### src/rtl/mau_pkg.sv
package mau_pkg;

    // configuration port
    localparam int CFG_IDX_W  = 3;
    localparam int CFG_DATA_W = 16;

    // register indexes
    localparam logic [CFG_IDX_W-1:0] REG_OP_MODE = 3'd0;
    localparam logic [CFG_IDX_W-1:0] REG_A_ROWS  = 3'd1;
    localparam logic [CFG_IDX_W-1:0] REG_A_COLS  = 3'd2;
    localparam logic [CFG_IDX_W-1:0] REG_B_COLS  = 3'd3;
    localparam logic [CFG_IDX_W-1:0] REG_SCALAR  = 3'd4;

    // field widths
    localparam int DIM_W    = 4;
    localparam int CDIM_W   = 5;
    localparam int SCALAR_W = 16;
    localparam int VALUE_W  = 36;
    localparam int IDX_W    = 3;

    typedef enum logic [1:0] {
        MODE_ADD   = 2'd0,
        MODE_SUB   = 2'd1,
        MODE_SCALE = 2'd2,
        MODE_MUL   = 2'd3
    } mode_t;

    // reset values
    localparam mode_t                MODE_RST   = MODE_MUL;
    localparam logic [DIM_W-1:0]     DIM_RST    = 4'd8;
    localparam logic [SCALAR_W-1:0]  SCALAR_RST = 16'sd256;

    typedef enum logic [1:0] {
        ST_LOAD  = 2'd0,
        ST_ISSUE = 2'd1,
        ST_DRAIN = 2'd2
    } state_t;

    // controller to datapath
    typedef struct packed {
        logic             wr_a;
        logic             wr_b;
        logic             rd;
        logic             first_k;
        logic             last_k;
        logic             last_el;
        logic [IDX_W-1:0] row;
        logic [IDX_W-1:0] col;
    } cmd_t;

    // datapath to controller
    typedef struct packed {
        mode_t             mode;
        logic [CDIM_W-1:0] rows;
        logic [CDIM_W-1:0] cols;
        logic [CDIM_W-1:0] bcols;
        logic              adv;
        logic              cfg_hit;
        logic              done;
    } status_t;

endpackage

### src/rtl/mau_load_if.sv
interface mau_load_if #(
    parameter int ELEMENT_WIDTH = 16
);
    logic                            valid;
    logic                            ready;
    logic signed [ELEMENT_WIDTH-1:0] element;

    modport source (output valid, output element, input ready);
    modport sink   (input valid, input element, output ready);
endinterface

### src/rtl/mau_result_if.sv
interface mau_result_if;
    logic                                 valid;
    logic                                 ready;
    logic signed [mau_pkg::VALUE_W-1:0]   value;
    logic        [mau_pkg::IDX_W-1:0]     out_row;
    logic        [mau_pkg::IDX_W-1:0]     out_col;
    logic                                 last;

    modport source (output valid, output value, output out_row, output out_col,
                    output last, input ready);
    modport sink   (input valid, input value, input out_row, input out_col,
                    input last, output ready);
endinterface

### src/rtl/mau_ram.sv
module mau_ram #(
    parameter int WIDTH = 16,
    parameter int DEPTH = 64
) (
    input  logic                                   clk,
    input  logic                                   we,
    input  logic [(DEPTH > 1 ? $clog2(DEPTH) : 1)-1:0] waddr,
    input  logic [WIDTH-1:0]                       wdata,
    input  logic                                   re,
    input  logic [(DEPTH > 1 ? $clog2(DEPTH) : 1)-1:0] raddr,
    output logic [WIDTH-1:0]                       rdata
);
    logic [WIDTH-1:0] mem [DEPTH];
    logic [WIDTH-1:0] rdata_reg;

    always_ff @(posedge clk)
    begin
        if (we)
        begin
            mem[waddr] <= wdata;
        end
        if (re)
        begin
            rdata_reg <= mem[raddr];
        end
    end

    assign rdata = rdata_reg;
endmodule

### src/rtl/mau_ctrl.sv
module mau_ctrl #(
    parameter int MAX_DIM = 8
) (
    input  logic                   clk,
    input  logic                   rst_n,
    input  logic                   in_valid,
    output logic                   in_ready,
    input  mau_pkg::status_t       stat,
    output mau_pkg::cmd_t          cmd,
    output logic [(MAX_DIM*MAX_DIM > 1 ? $clog2(MAX_DIM*MAX_DIM) : 1)-1:0] wr_addr,
    output logic [(MAX_DIM*MAX_DIM > 1 ? $clog2(MAX_DIM*MAX_DIM) : 1)-1:0] rd_addr_a,
    output logic [(MAX_DIM*MAX_DIM > 1 ? $clog2(MAX_DIM*MAX_DIM) : 1)-1:0] rd_addr_b
);
    localparam int DEPTH = MAX_DIM * MAX_DIM;
    localparam int AW    = (DEPTH > 1) ? $clog2(DEPTH) : 1;
    localparam int DW    = (MAX_DIM > 1) ? $clog2(MAX_DIM) : 1;
    localparam int LW    = $clog2(2 * DEPTH + 1);

    mau_pkg::state_t state_reg, state_next;
    logic [LW-1:0]   lc_reg, lc_next;
    logic [DW-1:0]   r_reg, r_next;
    logic [DW-1:0]   c_reg, c_next;
    logic [DW-1:0]   k_reg, k_next;

    logic [LW-1:0] rows_w, cols_w, bcols_w, ocols_w;
    logic [LW-1:0] na, nb, total, b_off, a_idx, b_idx;
    logic          is_mul, accept, load_end;
    logic          k_end, c_end, r_end, issue, issue_end;

    assign rows_w  = LW'(stat.rows);
    assign cols_w  = LW'(stat.cols);
    assign bcols_w = LW'(stat.bcols);
    assign is_mul  = (stat.mode == mau_pkg::MODE_MUL);
    assign ocols_w = is_mul ? bcols_w : cols_w;

    // element counts of the load sequence
    assign na = rows_w * cols_w;
    always_comb
    begin
        case (stat.mode)
            mau_pkg::MODE_SCALE: nb = '0;
            mau_pkg::MODE_MUL:   nb = cols_w * bcols_w;
            default:             nb = na;
        endcase
    end
    assign total = na + nb;

    assign accept   = in_valid && in_ready;
    assign load_end = (lc_reg + LW'(1)) == total;
    assign b_off    = lc_reg - na;

    // result walk: row, column, and dot product index in multiply
    assign k_end     = !is_mul || ((LW'(k_reg) + LW'(1)) == cols_w);
    assign c_end     = (LW'(c_reg) + LW'(1)) == ocols_w;
    assign r_end     = (LW'(r_reg) + LW'(1)) == rows_w;
    assign issue     = (state_reg == mau_pkg::ST_ISSUE) && stat.adv;
    assign issue_end = k_end && c_end && r_end;

    assign a_idx = is_mul ? (LW'(r_reg) * cols_w + LW'(k_reg))
                          : (LW'(r_reg) * cols_w + LW'(c_reg));
    assign b_idx = is_mul ? (LW'(k_reg) * bcols_w + LW'(c_reg)) : a_idx;

    // next state
    always_comb
    begin
        state_next = state_reg;
        case (state_reg)
            mau_pkg::ST_LOAD:
            begin
                if (accept && load_end && !stat.cfg_hit)
                begin
                    state_next = mau_pkg::ST_ISSUE;
                end
            end
            mau_pkg::ST_ISSUE:
            begin
                if (issue && issue_end)
                begin
                    state_next = mau_pkg::ST_DRAIN;
                end
            end
            mau_pkg::ST_DRAIN:
            begin
                if (stat.done)
                begin
                    state_next = mau_pkg::ST_LOAD;
                end
            end
            default: state_next = mau_pkg::ST_LOAD;
        endcase
    end

    // counters
    always_comb
    begin
        lc_next = lc_reg;
        r_next  = r_reg;
        c_next  = c_reg;
        k_next  = k_reg;
        if (stat.cfg_hit)
        begin
            lc_next = '0;
        end
        else if (accept)
        begin
            lc_next = load_end ? '0 : lc_reg + LW'(1);
        end
        if (issue)
        begin
            if (!k_end)
            begin
                k_next = k_reg + DW'(1);
            end
            else
            begin
                k_next = '0;
                if (!c_end)
                begin
                    c_next = c_reg + DW'(1);
                end
                else
                begin
                    c_next = '0;
                    r_next = r_end ? '0 : r_reg + DW'(1);
                end
            end
        end
    end

    // outputs
    always_comb
    begin
        in_ready    = 1'b0;
        cmd         = '0;
        cmd.first_k = (k_reg == '0);
        cmd.last_k  = k_end;
        cmd.last_el = issue_end;
        cmd.row     = mau_pkg::IDX_W'(r_reg);
        cmd.col     = mau_pkg::IDX_W'(c_reg);
        case (state_reg)
            mau_pkg::ST_LOAD:
            begin
                in_ready = 1'b1;
                cmd.wr_a = accept && (lc_reg < na);
                cmd.wr_b = accept && !(lc_reg < na);
            end
            mau_pkg::ST_ISSUE:
            begin
                cmd.rd = issue;
            end
            default:
            begin
                in_ready = 1'b0;
            end
        endcase
    end

    assign wr_addr   = (lc_reg < na) ? lc_reg[AW-1:0] : b_off[AW-1:0];
    assign rd_addr_a = a_idx[AW-1:0];
    assign rd_addr_b = b_idx[AW-1:0];

    always_ff @(posedge clk or negedge rst_n)
    begin
        if (!rst_n)
        begin
            state_reg <= mau_pkg::ST_LOAD;
            lc_reg    <= '0;
            r_reg     <= '0;
            c_reg     <= '0;
            k_reg     <= '0;
        end
        else
        begin
            state_reg <= state_next;
            lc_reg    <= lc_next;
            r_reg     <= r_next;
            c_reg     <= c_next;
            k_reg     <= k_next;
        end
    end
endmodule

### src/rtl/mau_dp.sv
module mau_dp #(
    parameter int MAX_DIM       = 8,
    parameter int ELEMENT_WIDTH = 16
) (
    input  logic                                clk,
    input  logic                                rst_n,
    input  logic                                cfg_we,
    input  logic [mau_pkg::CFG_IDX_W-1:0]       cfg_index,
    input  logic [mau_pkg::CFG_DATA_W-1:0]      cfg_data,
    input  logic signed [ELEMENT_WIDTH-1:0]     element,
    input  mau_pkg::cmd_t                       cmd,
    input  logic [(MAX_DIM*MAX_DIM > 1 ? $clog2(MAX_DIM*MAX_DIM) : 1)-1:0] wr_addr,
    input  logic [(MAX_DIM*MAX_DIM > 1 ? $clog2(MAX_DIM*MAX_DIM) : 1)-1:0] rd_addr_a,
    input  logic [(MAX_DIM*MAX_DIM > 1 ? $clog2(MAX_DIM*MAX_DIM) : 1)-1:0] rd_addr_b,
    output mau_pkg::status_t                    stat,
    mau_result_if.source                        result
);
    localparam int DEPTH = MAX_DIM * MAX_DIM;
    localparam int EW    = ELEMENT_WIDTH;
    localparam int MW    = (EW > mau_pkg::SCALAR_W) ? EW : mau_pkg::SCALAR_W;
    localparam int PRW   = EW + MW;
    localparam int VW    = mau_pkg::VALUE_W;
    localparam int CW    = mau_pkg::CDIM_W;

    function automatic logic [CW-1:0] clamp_dim(input logic [mau_pkg::DIM_W-1:0] d);
        logic [CW-1:0] dx;
        dx = CW'(d);
        if (dx == '0)
        begin
            return CW'(1);
        end
        if (dx > CW'(MAX_DIM))
        begin
            return CW'(MAX_DIM);
        end
        return dx;
    endfunction

    // configuration registers
    mau_pkg::mode_t                       mode_reg;
    logic [mau_pkg::DIM_W-1:0]            a_rows_reg, a_cols_reg, b_cols_reg;
    logic signed [mau_pkg::SCALAR_W-1:0]  scalar_reg;
    logic                                 cfg_hit;

    assign cfg_hit = cfg_we && (cfg_index <= mau_pkg::REG_SCALAR);

    always_ff @(posedge clk or negedge rst_n)
    begin
        if (!rst_n)
        begin
            mode_reg   <= mau_pkg::MODE_RST;
            a_rows_reg <= mau_pkg::DIM_RST;
            a_cols_reg <= mau_pkg::DIM_RST;
            b_cols_reg <= mau_pkg::DIM_RST;
            scalar_reg <= mau_pkg::SCALAR_RST;
        end
        else if (cfg_we)
        begin
            case (cfg_index)
                mau_pkg::REG_OP_MODE: mode_reg   <= mau_pkg::mode_t'(cfg_data[1:0]);
                mau_pkg::REG_A_ROWS:  a_rows_reg <= cfg_data[mau_pkg::DIM_W-1:0];
                mau_pkg::REG_A_COLS:  a_cols_reg <= cfg_data[mau_pkg::DIM_W-1:0];
                mau_pkg::REG_B_COLS:  b_cols_reg <= cfg_data[mau_pkg::DIM_W-1:0];
                mau_pkg::REG_SCALAR:  scalar_reg <= cfg_data;
                default:              mode_reg   <= mode_reg;
            endcase
        end
    end

    // element stores
    logic                 adv;
    logic [EW-1:0]        a_raw, b_raw;
    logic signed [EW-1:0] a_q, b_q;

    mau_ram #(.WIDTH(EW), .DEPTH(DEPTH)) u_store_a (
        .clk   (clk),
        .we    (cmd.wr_a),
        .waddr (wr_addr),
        .wdata (element),
        .re    (cmd.rd),
        .raddr (rd_addr_a),
        .rdata (a_raw)
    );

    mau_ram #(.WIDTH(EW), .DEPTH(DEPTH)) u_store_b (
        .clk   (clk),
        .we    (cmd.wr_b),
        .waddr (wr_addr),
        .wdata (element),
        .re    (cmd.rd),
        .raddr (rd_addr_b),
        .rdata (b_raw)
    );

    assign a_q = a_raw;
    assign b_q = b_raw;

    // everything moves together unless the output register is blocked
    assign adv = !result.valid || result.ready;

    mau_pkg::cmd_t s1_reg, s2_reg;
    logic          s1_v_reg, s2_v_reg;

    // term stage: one multiplier shared by scale and multiply
    logic signed [MW-1:0]  mul_b;
    logic signed [PRW-1:0] prod, shifted;
    logic signed [VW-1:0]  term_next, term_reg;
    logic signed [VW-1:0]  acc_next, acc_reg;

    assign mul_b   = (mode_reg == mau_pkg::MODE_SCALE) ? MW'(scalar_reg) : MW'(b_q);
    assign prod    = a_q * mul_b;
    assign shifted = prod >>> 8;

    always_comb
    begin
        case (mode_reg)
            mau_pkg::MODE_ADD:   term_next = VW'(a_q) + VW'(b_q);
            mau_pkg::MODE_SUB:   term_next = VW'(a_q) - VW'(b_q);
            mau_pkg::MODE_SCALE: term_next = VW'(shifted);
            default:             term_next = VW'(prod);
        endcase
    end

    assign acc_next = s2_reg.first_k ? term_reg : acc_reg + term_reg;

    always_ff @(posedge clk or negedge rst_n)
    begin
        if (!rst_n)
        begin
            s1_v_reg     <= 1'b0;
            s2_v_reg     <= 1'b0;
            result.valid <= 1'b0;
        end
        else if (adv)
        begin
            s1_v_reg     <= cmd.rd;
            s2_v_reg     <= s1_v_reg;
            result.valid <= s2_v_reg && s2_reg.last_k;
        end
    end

    always_ff @(posedge clk)
    begin
        if (adv)
        begin
            s1_reg   <= cmd;
            s2_reg   <= s1_reg;
            term_reg <= term_next;
            if (s2_v_reg)
            begin
                acc_reg <= acc_next;
            end
            if (s2_v_reg && s2_reg.last_k)
            begin
                result.value   <= acc_next;
                result.out_row <= s2_reg.row;
                result.out_col <= s2_reg.col;
                result.last    <= s2_reg.last_el;
            end
        end
    end

    assign stat.mode    = mode_reg;
    assign stat.rows    = clamp_dim(a_rows_reg);
    assign stat.cols    = clamp_dim(a_cols_reg);
    assign stat.bcols   = clamp_dim(b_cols_reg);
    assign stat.adv     = adv;
    assign stat.cfg_hit = cfg_hit;
    assign stat.done    = result.valid && result.ready && result.last;
endmodule

### src/rtl/matrix_arithmetic_unit_core.sv
// channel   dir  payload                           transfer when
// load      in   element                           load.valid && load.ready
// result    out  value, out_row, out_col, last     result.valid && result.ready
// cfg       in   cfg_index, cfg_data               cfg_we (no handshake)
//
// each loaded element is written into its store; the element that completes
// the load starts the result walk, during which load.ready is low
// add, subtract and scale give one result a cycle, multiply one product a cycle,
// through the shared multiplier and the single read port of each store, while
// the result side accepts; multiply forms a_rows * b_cols * a_cols products in all
// result stalls freeze the whole read/multiply/accumulate pipeline in place
// reset clears control and restores the register defaults; stores need no clearing
module matrix_arithmetic_unit_core #(
    parameter int MAX_DIM       = 8,
    parameter int ELEMENT_WIDTH = 16
) (
    input  logic                               clk,
    input  logic                               rst_n,
    // configuration writes
    input  logic                               cfg_we,
    input  logic [mau_pkg::CFG_IDX_W-1:0]      cfg_index,
    input  logic [mau_pkg::CFG_DATA_W-1:0]     cfg_data,
    // element stream, A row-major then, except in scale mode, B row-major
    mau_load_if.sink                           load,
    // result stream, row-major
    mau_result_if.source                       result
);
    localparam int DEPTH = MAX_DIM * MAX_DIM;
    localparam int AW    = (DEPTH > 1) ? $clog2(DEPTH) : 1;

    // command and status between the sequencer and the datapath
    mau_pkg::cmd_t    cmd;
    mau_pkg::status_t stat;
    logic [AW-1:0]    wr_addr;
    logic [AW-1:0]    rd_addr_a;
    logic [AW-1:0]    rd_addr_b;

    // sequencer: load count, result walk and dot product index
    mau_ctrl #(.MAX_DIM(MAX_DIM)) u_ctrl (
        .clk       (clk),
        .rst_n     (rst_n),
        .in_valid  (load.valid),
        .in_ready  (load.ready),
        .stat      (stat),
        .cmd       (cmd),
        .wr_addr   (wr_addr),
        .rd_addr_a (rd_addr_a),
        .rd_addr_b (rd_addr_b)
    );

    // datapath: registers, stores, term stage, accumulator, output register
    mau_dp #(.MAX_DIM(MAX_DIM), .ELEMENT_WIDTH(ELEMENT_WIDTH)) u_dp (
        .clk       (clk),
        .rst_n     (rst_n),
        .cfg_we    (cfg_we),
        .cfg_index (cfg_index),
        .cfg_data  (cfg_data),
        .element   (load.element),
        .cmd       (cmd),
        .wr_addr   (wr_addr),
        .rd_addr_a (rd_addr_a),
        .rd_addr_b (rd_addr_b),
        .stat      (stat),
        .result    (result)
    );
endmodule

### src/flat_wrapper.sv
// flat-port wrapper written by rule: the top's interface ports become plain ports
module matrix_arithmetic_unit_core_flat 
#(
    parameter int MAX_DIM       = 8,
    parameter int ELEMENT_WIDTH = 16
)
  (clk, rst_n, cfg_we, cfg_index, cfg_data, load_valid, load_element, load_ready, result_valid, result_value, result_out_row, result_out_col, result_last, result_ready);
  mau_load_if #(.ELEMENT_WIDTH(ELEMENT_WIDTH)) load_i ();
  mau_result_if result_i ();
  input  logic clk;
  input  logic rst_n;
  input  logic cfg_we;
  input  logic [mau_pkg::CFG_IDX_W-1:0] cfg_index;
  input  logic [mau_pkg::CFG_DATA_W-1:0] cfg_data;
  input wire logic [$bits(load_i.valid)-1:0] load_valid;
  input wire logic [$bits(load_i.element)-1:0] load_element;
  output wire logic [$bits(load_i.ready)-1:0] load_ready;
  output wire logic [$bits(result_i.valid)-1:0] result_valid;
  output wire logic [$bits(result_i.value)-1:0] result_value;
  output wire logic [$bits(result_i.out_row)-1:0] result_out_row;
  output wire logic [$bits(result_i.out_col)-1:0] result_out_col;
  output wire logic [$bits(result_i.last)-1:0] result_last;
  input wire logic [$bits(result_i.ready)-1:0] result_ready;
  assign load_i.valid = load_valid;
  assign load_i.element = load_element;
  assign load_ready = load_i.ready;
  assign result_valid = result_i.valid;
  assign result_value = result_i.value;
  assign result_out_row = result_i.out_row;
  assign result_out_col = result_i.out_col;
  assign result_last = result_i.last;
  assign result_i.ready = result_ready;
  matrix_arithmetic_unit_core #(.MAX_DIM(MAX_DIM), .ELEMENT_WIDTH(ELEMENT_WIDTH)) u_core (.clk(clk), .rst_n(rst_n), .cfg_we(cfg_we), .cfg_index(cfg_index), .cfg_data(cfg_data), .load(load_i), .result(result_i));
endmodule
### config.mk
export PLATFORM = sky130hd
export DESIGN_NAME = matrix_arithmetic_unit_core_flat
export DESIGN_NICKNAME = d
export VERILOG_FILES = /design/src/rtl/mau_pkg.sv /design/src/rtl/mau_load_if.sv /design/src/rtl/mau_result_if.sv /design/src/rtl/mau_ram.sv /design/src/rtl/mau_ctrl.sv /design/src/rtl/mau_dp.sv /design/src/rtl/matrix_arithmetic_unit_core.sv /design/src/flat_wrapper.sv
export SDC_FILE = /design/constraint.sdc
export NUM_CORES = 2
export LEC_CHECK = 0
export ABC_AREA = 1
export BUFFER_PORTS_ARGS = -buffer_cell sky130_fd_sc_hd__buf_4
export CAP_MARGIN = 40
export CORE_MARGIN = 2
export CORE_UTILIZATION = 50
export CTS_BUF_LIST = sky130_fd_sc_hd__clkbuf_4 sky130_fd_sc_hd__clkbuf_8
export DETAILED_ROUTE_END_ITERATION = 10
export GPL_ROUTABILITY_DRIVEN = 1
export PLACE_DENSITY = 0.65
export SLEW_MARGIN = 15
export SYNTH_ARGS = -nofsm -noshare
export SYNTH_HDL_FRONTEND = slang
export SYNTH_SLANG_ARGS = --single-unit
### constraint.sdc
create_clock -name clk -period 7.8 [get_ports clk]
set_input_delay 0.78 -clock clk [delete_from_list [all_inputs] [get_ports clk]]
set_output_delay 0.78 -clock clk [all_outputs]
set_load 0.01 [all_outputs]
# --- After elaboration in Yosys (flattened, before gate mapping) ---
# Memory sizes are Yosys's and may differ from the RTL's. A register that Yosys moved wholly into a read port is not among the register bits.
# Index checks and enable logic that the tools add are counted.
totals:
  mem_count: 2
  regBits: 185
  mem_bits_rw: 2048
  input_bits: 40
  word_cells: 155
classes:
  mux: 46
  n_mul: 5
  n_eq_ne: 16
  n_lt_le_gt_ge: 5
  n_addsub: 15
  n_reduce_logical: 37
memory_table:
  columns: ["name", "depth", "word_bits", "rd", "rd_ports_with_merged_regs", "wr", "line_no", "rtl"]
  rows:
  - ["u_core.u_dp.u_store_a.mem", 64, 16, 1, 1, 1, "mau_ram.sv:13", "logic [WIDTH-1:0] mem [DEPTH];"]
  - ["u_core.u_dp.u_store_b.mem", 64, 16, 1, 1, 1, "mau_ram.sv:13", null]
op_table:
  columns: ["cell", "count"]
  rows:
  - ["$pmux W36 S3", 1]
  - ["$mux W5", 13]
  - ["$add A36 B36 Y36", 1]
  - ["$mux W36", 1]
  - ["$mul A16 B16 Y32", 1]
  - ["$mux W8", 3]
  - ["$add A6 B3 Y6", 3]
  - ["$mux W6", 3]
  - ["$add A16 B16 Y17", 1]
  - ["$sub A16 B16 Y17", 1]
  - ["$mul A5 B5 Y8", 2]
  - ["$mux W16", 1]
  - ["$pmux W8 S2", 1]
  - ["$reduce_and A2 Y1", 8]
  - ["$eq A4 B5 Y1", 3]
  - ["$mux W1", 15]
  - ["$logic_and A1 B1 Y1", 13]
  - ["$add A3 B1 Y4 const B", 3]
  - ["$gt A4 B4 Y1 const B", 3]
  - ["$logic_not A4 Y1", 3]
  - ["$mul A3 B5 Y6", 2]
  - ["$add A3 B1 Y3 const B", 3]
  - ["$mux W3", 3]
  - ["$add A8 B1 Y8 const B", 1]
  - ["20 further kinds", 35]

# --- Logic depth before layout (Yosys ltp) ---
logic_depth:
  ltp_word: 13
  ltp_mapped: 33
  ltp_nobuf: 30

# --- By module ---
# From an unflattened synthesis, not the netlist that was laid out.
unflattened:
  cells_unflattened: 10516
  area_unflattened_um2: 110586.1
modules_own_cells:
  columns: ["mod", "cells_per_inst", "instances", "area_per_inst_um2"]
  rows:
  - ["mau_ram", 3517, 2, 42259.3]
  - ["mau_dp", 2790, 1, 21545.7]
  - ["mau_ctrl", 692, 1, 4521.8]

# --- Worst setup path after synthesis ---
# Ideal clock, no wire load.
synth_path:
  path_type: "register to register"
  startpoint: "register u_core.u_dp.mode_reg[1]"
  endpoint: "register u_core.u_dp.term_reg[23] (data pin)"
  stages_incl_launch_ff: 26
  setup_ns: 0.271
  path_buffers: 2
  t_required_ns: 7.529
  period_less_slack_ns: 6.575
  arrival_ns: 6.303
  setup_slack_ns: 1.225
  path_cell_list: "dfstp_2 buf_2 inv_2 nor2_1 inv_2 buf_1 o21ai_2 nor2_1 fa_1 fa_1 fa_1 fa_1 fa_1 inv_1 fa_1 inv_1 ha_1 a21oi_1 o21a_1 nand2_1 nand2_1 nand3_1 inv_1 nand2_1 nand3_1 nand3_1"
synth_between:
  elab_chain_cells: 4
  word_cells_on_any_way: 6
synth_rtl:
  columns: ["item", "line_no", "rtl"]
  rows:
  - ["from (decl)", "mau_dp.sv:40", "mau_pkg::mode_t mode_reg;"]
  - ["from (signal assigned)", "mau_dp.sv:51", "mode_reg <= mau_pkg::MODE_RST;"]
  - ["from (signal assigned)", "mau_dp.sv:60", "mau_pkg::REG_OP_MODE: mode_reg <= mau_pkg::mode_t'(cfg_data[1:0]);"]
  - ["from (signal assigned)", "mau_dp.sv:65", "default: mode_reg <= mode_reg;"]
  - ["$eq A2 B2 Y1", "mau_dp.sv:110, mau_dp.sv:116", null]
  - ["$mux W16", "mau_dp.sv:110", "assign mul_b = (mode_reg == mau_pkg::MODE_SCALE) ? MW'(scalar_reg) : MW'(b_q);"]
  - ["$mul A16 B16 Y32", "mau_dp.sv:111", "assign prod = a_q * mul_b;"]
  - ["$pmux W36 S3 (*)", "mau_dp.sv:116", "case (mode_reg)"]
  - ["via u_core.u_dp.term_next[23]", "mau_dp.sv:107", "logic signed [VW-1:0] term_next, term_reg;"]
  - ["to (signal assigned)", "mau_dp.sv:148", "term_reg <= term_next;"]
  - ["to (decl)", "mau_dp.sv:107", null]
# Mark *: on every way through the listed nets, which the timed path passes. The rest lies on a longest branch.
# A chain may end at the register's enable or synchronous reset.

# --- Final worst setup path ---
layout_path:
  startpoint: "register u_core.u_dp.mode_reg[1]"
  endpoint: "register u_core.u_dp.term_reg[15] (data pin)"
# Same word-level chain as after synthesis.

==> results.json <==
{
  "numCtsBuffers": 380,
  "coreArea_um2": 217000,
  "min_from": "result_ready",
  "timing.rr.end": "u_core.u_dp.term_reg[15]",
  "hpwl_mm": 203,
  "fin_skew_ns": 0.0634,
  "drive_gt1_share_pct": 11.2,
  "syn_to_final_growth_pct": 11.2,
  "wirelength_mm": 320,
  "finalSetupTns_ns": 0,
  "clkTransAtPathRegs_ns": 0.06,
  "r2r_slack_ns": 0.43,
  "relSlewSlack_pct": 30.0,
  "drc": 0,
  "grt_max_degree": 191,
  "h-tree-depth": 5,
  "cp-end-kind": "flop",
  "min_path_cells": 4,
  "yosys_warnings": 0,
  "syn_nets": 10500,
  "drt_first_pass_iters": 6,
  "avgSynthCellArea_um2": 11.0,
  "fillerInstances": 18200,
  "required_ns": 8.57,
  "synth-async-reset-ratio_pct": 2.30,
  "min_to": "u_core.u_dp.s1_v_reg",
  "fin_ws_ns": 0.430,
  "synth_area_um2": 109000,
  "die_x_um": 472,
  "drv_cap": 0,
  "critical_path_class": "reg2reg",
  "vias": 76600,
  "max_freq_mhz": 136,
  "ys_ff_latch": 2261,
  "status": "finished clean",
  "overflow": 0,
  "grtUsageTotal_pct": 28.5,
  "wire_per_inst_um": 24.0,
  "ys.flop_type": "edfxtp_1",
  "cts-root-buf": "clkbuf_8",
  "rr_worst_depth": 26,
  "finalCritPeriodShare_pct": 94.5,
  "ant_nets": 0,
  "hold_viol": 0,
  "r2r-start": "u_core.u_dp.mode_reg[1]",
  "arrival_ns": 8.14,
  "startpoint": "u_core.u_dp.mode_reg[1]",
  "cts_sinks": 2261,
  "initial_core_util_pct": 50.3,
  "die_area_um2": 223000,
  "seqCellArea_um2": 67600,
  "timing.hold.ws_ns": 0.115,
  "setup_viol_count_final": 0,
  "clk_latency_ns": 1.09,
  "slew_viol_final": 0,
  "crit_fanout": 28,
  "start_kind": "flop",
  "hold_path.class": "in2reg",
  "port_buffers": 84,
  "clockBufferDepth": 4,
  "tightest_slew_ns": 1.05,
  "grt_pass1_wl_mm": 475,
  "rsz0062_at_grt": "no",
  "nets": 10700,
  "largest_registers": "u_core.u_dp.u_store_a.mem x1024, u_core.u_dp.u_store_b.mem x1024",
  "multi_input_area_um2": 35600,
  "dp_worst_setup_slack_ns": 0.435,
  "antenna_found_initial": 4,
  "io_pins": 85,
  "synth-edff-count": 2209,
  "ys_types": 53,
  "drtIter0Drc": 8386,
  "dieHeight_um": 472,
  "vias_per_cell": 5.74,
  "num_rows": 171,
  "yosys.area.top_type_share_pct": 60.6,
  "cts_tree": "yes",
  "period_minus_slack_ns": 7.37,
  "gp_congestion": 0.941,
  "synth_cells": 9948,
  "ys_seq_area_share_pct": 61.8,
  "yosys-top-cells-area": "edfxtp_1 (61%), nand2_1 (6.2%), fa_1 (5.2%)",
  "yosysTopAreaCell": "edfxtp_1",
  "grt_pass1_vias": 74300
}
==> layout by cell type, fill, tap and decap left out, drive strengths merged <==
cell / Yosys / layout
edfxtp: 2209 / 2209
nand2: 1807 / 1807
inv: 1061 / 1064
nor2: 1048 / 1048
nand3: 805 / 805
o21ai: 781 / 781
clkbuf: 237 / 494
buf: 294 / 389
o211ai: 369 / 369
fa: 283 / 283
o22ai: 259 / 259
ha: 215 / 215
clkinv: 9 / 165
a21oi: 157 / 157
nor3: 147 / 147
nand4: 67 / 67
dfrtp: 46 / 46
xor2: 34 / 34
nand3b: 21 / 21
xnor2: 21 / 21
dlygate4sd3: 0 / 15
or2: 15 / 15
o21bai: 12 / 12
bufinv: 0 / 10
mux2: 9 / 9
o21a: 8 / 8
a21boi: 8 / 8
diode: 0 / 7
dfstp: 6 / 6
o31ai: 5 / 5
a31oi: 4 / 4
clkinvlp: 0 / 4
a21o: 3 / 3
o2111ai: 3 / 3
nor4: 2 / 2
and2: 2 / 2
and3: 1 / 1
==> synthesized netlist by cell type (34+ instances only) <==
cell type / instances
nor3_2: 71
nand2_1: 1796
o211ai_1: 369
a21oi_1: 156
edfxtp_1: 2209
o22ai_1: 259
dfrtp_1: 46
nand3_1: 789
nor2_1: 1047
nand4_1: 67
ha_1: 215
fa_1: 283
o21ai_0: 757
buf_2: 224
xor2_1: 34
nor3_1: 76
inv_1: 1046
clkbuf_1: 236
==> repair_timing <==
action | in CTS | in global routing
hold buffers | 15 | 0
endpoints found under the hold margin | 66 | 0
resized for setup | 0 | 5
buffers inserted | 0 | 0
endpoints found under the setup margin | 0 | 9
==> metal layers <==
metal	part of all wire [%]	up-vias	track usage (%)
li1	-	35000	-
met1	41	37700	39.7
met2	47	3385	45.4
met3	8.8	516	5.29
met4	3.1	2	8.96
met5	0.0041	-	0
==> stage by stage <==
stage	util (%)	instances	cell area, um2
3_3_place_gp	52.4	12600	114000
6_report	56.0	13300	122000
5_1_grt	56.0	13300	122000
4_1_cts	55.9	13300	121000
2_1_floorplan	-	9948	109000
3_5_place_dp	52.5	12700	114000
==> worst max-delay path: stages, from the launching register on <==
cell,delay (ns)
dfstp_2,0.68
inv_2,0.10
nor2_2,0.23
inv_4,0.18
nand2_1,0.09
o21ai_0,0.08
buf_4,0.18
inv_1,0.32
nand2_1,0.16
fa_1,0.58
inv_1,0.06
fa_1,0.56
fa_1,0.44
fa_1,0.47
fa_1,0.49
inv_1,0.05
fa_1,0.57
inv_1,0.06
ha_1,0.35
a21oi_1,0.36
o21ai_0,0.18
a21oi_1,0.31
nand2_1,0.15
nand2_1,0.11
nand3b_1,0.10
nand3_1,0.10
nand4_1,0.08
==> worst max path at each step <==
stage,to,cells after the start
6_report,u_core.u_dp.term_reg[15],26
5_1_grt,u_core.u_dp.term_reg[26],30
3_3_place_gp,u_core.u_dp.term_reg[28],29
3_5_place_dp,u_core.u_dp.term_reg[15],26
2_1_floorplan,u_core.u_dp.term_reg[23],25
4_1_cts,u_core.u_dp.term_reg[15],26
==> cells by family after synthesis <==
logic type / Yosys count / synth area share (%)
xor gates and xnor gates: 55 / 0.447
muxes: 9 / 0.0926
buffers and inverters: 1601 / 5.97
DFF: 2261 / 61.8
AOI/OAI and AO/OA: 1609 / 8.69
adders and majority gates: 498 / 7.64
and+or+nand+nor: 3915 / 15.3
==> layout make-up <==
cell class	count	area share [%]
flip-flops and latches	2261	55.6
multi-input cells	6086	29.3
repair buffers	404	2.94
inverters	1070	3.33
diodes	7	0.0144
clock inverters	173	0.815
clock buffers	494	5.04
well taps	2854	2.94
Power is not shown: default switching activity piles up to over one toggle a cycle in this logic, so the estimate is an artifact.
